`src/wmf_pkg.sv`:
```
// ----------------------------------------------------------------------------
// wmf_pkg
// Shared widths, register indexes and controller/datapath interface types for
// the window median filter.
// ----------------------------------------------------------------------------
package wmf_pkg;

  localparam int PIX_W      = 8;
  localparam int POS_W      = 11;
  localparam int CFG_IDX_W  = 2;
  localparam int CFG_DATA_W = 12;
  localparam int RAD_REG_W  = 2;
  // sized for the largest supported radius (side up to 7)
  localparam int IDX_W      = 4;
  localparam int BIT_IDX_W  = 3;

  localparam logic [CFG_IDX_W-1:0] REG_IMAGE_WIDTH   = 2'd0;
  localparam logic [CFG_IDX_W-1:0] REG_IMAGE_HEIGHT  = 2'd1;
  localparam logic [CFG_IDX_W-1:0] REG_WINDOW_RADIUS = 2'd2;

  typedef struct packed {
    logic                 accept;    // take the request, advance position
    logic                 rd_issue;  // read line store for window row
    logic                 sh_row;    // shift window row with line data
    logic                 wr;        // shift last row with pixel, store pixel
    logic                 sel_step;  // count one window row for current bit
    logic                 sel_last;  // last row of this bit: resolve bit
    logic                 out_load;  // move result to output register
    logic [IDX_W-1:0]     row_idx;
    logic [BIT_IDX_W-1:0] bit_idx;
  } wmf_cmd_t;

  typedef struct packed {
    logic [IDX_W-1:0] span;     // 2 * radius of the item in work
    logic             emit;     // item produces a result
    logic             out_busy; // output register full and stalled
  } wmf_status_t;

endpackage

```
`src/wmf_ctrl.sv`:
```
// ----------------------------------------------------------------------------
// wmf_ctrl
// Sequencer: line reads, window shift, pixel store, bitwise median select.
// ----------------------------------------------------------------------------
module wmf_ctrl (
  input  logic                 clk,
  input  logic                 rst_n,
  input  logic                 in_valid,
  output logic                 in_stall,
  input  wmf_pkg::wmf_status_t status,
  output wmf_pkg::wmf_cmd_t    cmd
);
  import wmf_pkg::*;

  typedef enum logic [2:0] {
    ST_IDLE, ST_RD, ST_SH, ST_WR, ST_SEL, ST_DONE
  } state_t;

  state_t               state_r;
  logic [IDX_W-1:0]     row_r;
  logic [BIT_IDX_W-1:0] bit_r;
  logic [IDX_W-1:0]     side_m1;

  assign side_m1  = status.span; // side - 1
  assign in_stall = (state_r != ST_IDLE);

  always_comb begin
    cmd          = '0;
    cmd.row_idx  = row_r;
    cmd.bit_idx  = bit_r;
    unique case (state_r)
      ST_IDLE: cmd.accept   = in_valid;
      ST_RD:   cmd.rd_issue = 1'b1;
      ST_SH:   cmd.sh_row   = 1'b1;
      ST_WR: begin
        cmd.wr      = 1'b1;
        cmd.row_idx = status.span;
      end
      ST_SEL: begin
        cmd.sel_step = 1'b1;
        cmd.sel_last = (row_r == side_m1);
      end
      ST_DONE: cmd.out_load = !status.out_busy;
      default: cmd = '0;
    endcase
  end

  always_ff @(posedge clk) begin
    if (!rst_n) begin
      state_r <= ST_IDLE;
      row_r   <= '0;
      bit_r   <= '0;
    end else begin
      unique case (state_r)
        ST_IDLE: begin
          row_r <= '0;
          if (in_valid) state_r <= ST_RD;
        end
        ST_RD: begin
          // radius zero: no line rows to fetch
          if (status.span == '0) state_r <= ST_WR;
          else state_r <= ST_SH;
        end
        ST_SH: begin
          if (row_r == status.span - 1'b1) begin
            state_r <= ST_WR;
          end else begin
            row_r   <= row_r + 1'b1;
            state_r <= ST_RD;
          end
        end
        ST_WR: begin
          row_r <= '0;
          bit_r <= BIT_IDX_W'(PIX_W - 1);
          state_r <= status.emit ? ST_SEL : ST_IDLE;
        end
        ST_SEL: begin
          if (row_r == side_m1) begin
            row_r <= '0;
            if (bit_r == '0) state_r <= ST_DONE;
            else bit_r <= bit_r - 1'b1;
          end else begin
            row_r <= row_r + 1'b1;
          end
        end
        ST_DONE: if (!status.out_busy) state_r <= ST_IDLE;
        default: state_r <= ST_IDLE;
      endcase
    end
  end

  a_accept_stalls: assert property (@(posedge clk) disable iff (!rst_n)
    (in_valid && !in_stall) |=> in_stall)
    else $error("request accepted but next not stalled");

  a_sel_row_range: assert property (@(posedge clk) disable iff (!rst_n)
    (state_r == ST_SEL) |-> (row_r <= side_m1))
    else $error("select row beyond window side");

  a_rd_row_range: assert property (@(posedge clk) disable iff (!rst_n)
    (state_r == ST_SH) |-> (row_r < status.span))
    else $error("line read row beyond span");

endmodule

```
`config.mk`:
```
export PLATFORM = sky130hd
export DESIGN_NAME = wmf_ctrl
export DESIGN_NICKNAME = d
export VERILOG_FILES = /design/src/wmf_pkg.sv /design/src/wmf_ctrl.sv
export SDC_FILE = /design/constraint.sdc
export NUM_CORES = 1
export LEC_CHECK = 0
export BUFFER_PORTS_ARGS = -buffer_cell sky130_fd_sc_hd__buf_2
export CAP_MARGIN = 10
export CELL_PAD_IN_SITES_DETAIL_PLACEMENT = 2
export CELL_PAD_IN_SITES_GLOBAL_PLACEMENT = 2
export CORE_ASPECT_RATIO = 0.6
export CORE_MARGIN = 2
export CORE_UTILIZATION = 29
export CTS_BUF_LIST = sky130_fd_sc_hd__clkbuf_4
export CTS_CLUSTER_DIAMETER = 200
export DETAILED_ROUTE_END_ITERATION = 10
export HOLD_SLACK_MARGIN = 0.1
export PLACE_DENSITY_LB_ADDON = 0.1
export SLEW_MARGIN = 20
export SYNTH_ARGS = -nofsm -noshare
export SYNTH_HDL_FRONTEND = slang
export SYNTH_SLANG_ARGS = --single-unit
```
`constraint.sdc`:
```
create_clock -name clk -period 1.95 [get_ports clk]
set_input_delay 0 -clock clk [delete_from_list [all_inputs] [get_ports clk]]
set_output_delay 0 -clock clk [all_outputs]
set_load 0.02 [all_outputs]
```
Yosys cells after proc, flatten, opt, wreduce, memory -nomap -nowiden:

Cells that the tools add are included.

* $add $sub $neg: 3
* equal/unequal tests: 13
* reductions and logical operators: 13
* multiplexer cells: 22

Operator list (number)
* 2-to-1 mux 3 bit: 8
* case mux 3 bit (6 select lines): 1
* inequality test 2 bit, second input constant: 6
* case mux 4 bit (3 select lines): 1
* == test 4 bit: 2
* 2-to-1 mux 4 bit: 2
* case mux 4 bit (2 select lines): 1
* == test 3 x 2 -> 1 bit, second input constant: 2
* == test 3 bit, second input constant: 2
* zero test 3 bit: 2
* 2-to-1 mux 1 bit: 6
* case mux 3 bit (2 select lines): 1
* nonzero test 3 bit: 2
* OR reduction 6 bit: 1
* OR reduction 5 bit: 1
* adder 4 x 1 -> 4 bit, second input constant: 1
* zero test 4 bit: 1
* 2-to-1 mux 2 bit: 2
* AND reduction 4 bit: 1
* subtractor 4 x 1 -> 4 bit, second input constant: 1
* == test 3 x 1 -> 1 bit, second input constant: 1
* AND reduction 3 bit: 1
* subtractor 3 x 1 -> 3 bit, second input constant: 1
* AND reduction 2 bit: 1
* other kinds (3): 3

* register bits: 10
* input bits: 9

Logic depth before layout (Yosys ltp):

* depth in word-level cells: 4
* mapped depth: 8

Worst setup path after synthesis:

No wires, ideal clock.

* path type: register to register
* from: reg state_r[2]
* to: reg row_r[1]
* data arrival time: 1.925 ns
* slack: -0.102 ns
* library setup time: 0.127 ns
* stages on the path, launching flop included: 7
* buffers on the path: 1
* period minus slack after synthesis: 2.052 ns
* cell sequence: dfxtp_1 buf_2 nor3b_1 nand3_1 o311ai_4 mux2i_1 nor2_1

* longest elaborated chain between the ends: 4

RTL lines
* start, declared: line wmf_ctrl.sv:19 `state_t state_r;`
* start signal, assigned: line wmf_ctrl.sv:75 `state_r <= status.emit ? ST_SEL : ST_IDLE;`
* == test 3 x 2 -> 1 bit or zero test 3 bit (tied branches): line wmf_ctrl.sv:54 `unique case (state_r)`
* OR reduction 2 bit (no source line)
* nonzero test 3 bit (no source line)
* AND reduction 2 bit (no source line)
* end signal, assigned: line wmf_ctrl.sv:68 `row_r <= row_r + 1'b1;`
* end signal, assigned: line wmf_ctrl.sv:83 `row_r <= row_r + 1'b1;`
* end, declared: line wmf_ctrl.sv:20 `logic [IDX_W-1:0] row_r;`

Parallel ways exist; a longest one is shown, timed or not.
A chain may end at the register's enable or synchronous reset.

Worst setup path after layout:

* from: reg row_r[2]
* to: reg row_r[3]

* longest elaborated chain between the ends: 3

RTL lines
* adder 4 x 1 -> 4 bit, or another cell as far along: line wmf_ctrl.sv:68, wmf_ctrl.sv:83
* 2-to-1 mux 4 bit, or another cell as far along: line wmf_ctrl.sv:78 `if (row_r == side_m1) begin`
* case mux 4 bit (3 select lines) or AND reduction 2 bit (tied branches)

Parallel ways exist; a longest one is shown, timed or not. The select of a mux whose other input is x is not followed.

==> impl_metrics.py <==
metrics = {
    "critical_path": {
        "crit_path_max_fanout": 6,
        "required_ns": 2.16,
        "regToRegStartpoint": "row_r[2]$_SDFFE_PN0P_",
        "worstSetupEndpointType": "flop",
        "rrSetupSlack_ns": 0.19,
        "arrival_ns": 1.96,
        "startpoint_type": "flop",
        "regToRegEndpoint": "row_r[3]$_SDFFE_PN0P_",
        "reg2reg_depth": 5,
        "crit_type": "flop to flop",
    },
    "final_layout": {
        "n_fill_cell": 326,
        "synthToLayoutAreaGrowth_pct": 27.0,
        "final_layout_size_suffix_gt1_frac": 0.255,
        "antennaDiodeCount": 0,
        "layout.nets": 152,
        "finalNonFillerCells": 171,
    },
    "clock_network": {
        "cts-root-buf": "clkbuf_4",
        "cts.path.max_buffers": 2,
        "holdBufCountCts": 3,
        "clock_latency_ns": 0.28,
        "cts-htree-levels": 1,
        "cts_made_buffers": 3,
        "cts_setup_buffers": 0,
        "cts_resized": 0,
        "clkTransAtPathRegs_ns": 0.08,
        "cts_sinks": 10,
        "cts_tree": "done",
    },
    "sta": {
        "fin_skew_ns": 0.0107,
        "hold_viol": 0,
        "relSlewSlack": 0.727,
        "fmax_ghz": 0.569,
        "tns_ns": 0,
        "fin_crit_ns": 1.76,
        "worst_hold_slack_ns": 0.131,
        "timing.final.crit_share": 0.902,
        "slew_viol_final": 0,
        "tightest_slew_ns": 0.408,
        "fin_ws_ns": 0.192,
        "setup_viol": 0,
        "grt_setup_unrepaired": "no",
    },
    "drt": {
        "vias_per_cell": 5.11,
        "drt_iter0_drc": 42,
        "firstDrtPassIters": 4,
        "drt_wl_total_um": 2610,
        "ant_nets": 0,
        "drcViolationCount": 0,
        "routedWlPerCell_um": 15.3,
        "vias": 873,
    },
    "power_and_ir_drop": {
        "power.leakage_uw": 0.000509,
        "power_frac_comb": 0.618,
        "clock_power_share": 0.128,
        "p_sw_uw": 625,
        "p_per_area_nw_per_um2": 1180,
        "seq_power_share": 0.254,
        "p_int_uw": 629,
        "sw_frac_of_total": 0.499,
        "ir_drop_v": 0.000302,
    },
    "floorplanning": {
        "die_h_um": 45.5,
        "core-area_um2": 2800,
        "fp.dieW_um": 73.2,
        "initial_core_util": 0.298,
        "rows": 15,
        "dieArea_um2": 3330,
        "io_pins": 24,
    },
    "synth": {
        "async_flop_share": 0,
        "yosys_warnings": 0,
        "synth_nets": 123,
        "synth_area_leader_cell": "dfxtp_1",
        "synthTopCellsByArea": "dfxtp_1, xor2_1, ha_1, inv_1, a21oi_1",
        "netlist_area_um2": 833,
        "synth_cell_types": 33,
        "syn-mean-instance-area_um2": 7.64,
        "syn_inst": 109,
        "seq_area_frac_synth": 0.240,
        "synth.top_cell.area_share": 0.240,
        "ys_ff_latch": 10,
        "ys.flop_type": "dfxtp_1",
        "synth-edff-count": 0,
        "synth_common_cells": "inv_1, dfxtp_1",
        "yosys.cell_count.top_type": "inv_1",
    },
    "grt": {
        "grt_first_pass_wirelength_um": 4240,
        "grt_use_total": 0.173,
        "grt-ovfl-total": 0,
        "antenna_found_initial": 0,
        "grt_pass1_vias": 868,
        "grt_max_degree": 15,
    },
    "place": {
        "pre_cts_ws_ns": 0.204,
        "port_buffers": 23,
        "hpwl_um": 2170,
        "place_congestion": 0.742,
        "placedCellCount": 164,
    },
    "min_path": {
        "hold_end": "state_r[0]$_SDFFE_PN0P_",
        "worstHoldPathType": "primary input to flop",
        "min-delay-start": "status[0]",
        "min_delay_path_depth": 4,
    },
    "run": {
        "maxCapViolCount": 0,
    },
    "run_status": {
        "status": "complete, no violations",
    },
}
[worst max-delay path by stage]
| stage | to | slack, ns | from |
|---|---|---|---|
| finish | row_r[3]$_SDFFE_PN0P_ | 0.19 | row_r[2]$_SDFFE_PN0P_ |
| global route | row_r[3]$_SDFFE_PN0P_ | 0.03 | row_r[2]$_SDFFE_PN0P_ |
| CTS | row_r[3]$_SDFFE_PN0P_ | 0.18 | row_r[2]$_SDFFE_PN0P_ |
| detailed placement | row_r[1]$_SDFFE_PN0P_ | 0.20 | state_r[1]$_SDFFE_PN0P_ |
| global placement | bit_r[0]$_SDFFE_PN0P_ | 0.26 | state_r[2]$_SDFFE_PN0P_ |
| floorplan | row_r[1]$_SDFFE_PN0P_ | 0.18 | state_r[2]$_SDFFE_PN0P_ |
[layout by cell type (no fill, tap or decap), drive strengths merged, types with 3 or more instances in the layout]
master and n:
a21oi 8, buf 27, clkbuf 3, dfxtp 10
dlygate4sd3 3, ha 5, inv 12, nand2b 3
nand3 8, nor2 8, nor3 3, o21a 5
o21ai 4, o22ai 5, or3 3, xor2 8
[power groups by stage]
stage	logic (µW)	clock network, µW	registers [µW]
2_1_floorplan	583	0	278
3_3_place_gp	754	0	321
3_5_place_dp	779	0	325
4_1_cts	786	170	319
5_1_grt	860	187	330
6_report	775	161	318
[sequential cells by signal, summed over array words and instances, names as in the netlist]
name and cells:
bit_r 3, row_r 4, state_r 3
[logic make-up after synthesis]
kind of cell             synth area share
AO/OA/AOI/OAI                       0.248
XOR/XNOR                           0.0946
adder cells (fa/ha/maj)            0.0751
buffers and inverters              0.0826
flip-flops                          0.240
multiplexers                       0.0120
AND/OR/NAND/NOR                     0.248
[per-layer routing]
layer,wire length [µm],up-vias,GRT usage
met5,0,-,0
met4,26,0,0.0556
li1,-,436,-
met2,1100,17,0.252
met1,1390,418,0.243
met3,89,2,0.0531
[final cells by class]
type / instances / area, µm² / share of cell area
flip-flops and latches: 10 / 200 / 0.189
multi-input cells: 81 / 569 / 0.538
clock buffers: 3 / 22.5 / 0.0213
repair buffers: 30 / 175 / 0.165
inverters: 12 / 45.0 / 0.0426
well taps: 34 / 42.5 / 0.0402
clock inverters: 1 / 3.75 / 0.00355
[critical path, stage by stage (launching register included)]
cell	delay [ns]
dfxtp_1	0.41
xor2_1	0.24
xor2_1	0.32
o311ai_4	0.20
or3_1	0.37
a21oi_1	0.14
[metrics by stage]
stage / area, µm² / util / total power [µW]
global route: 1060 / 0.379 / 1380
detailed placement: 1000 / 0.358 / 1100
floorplan: 838 / - / 861
finish: 1060 / 0.379 / 1250
global placement: 1000 / 0.358 / 1080
CTS: 1060 / 0.379 / 1280
Power figures use the tool's default switching activity.
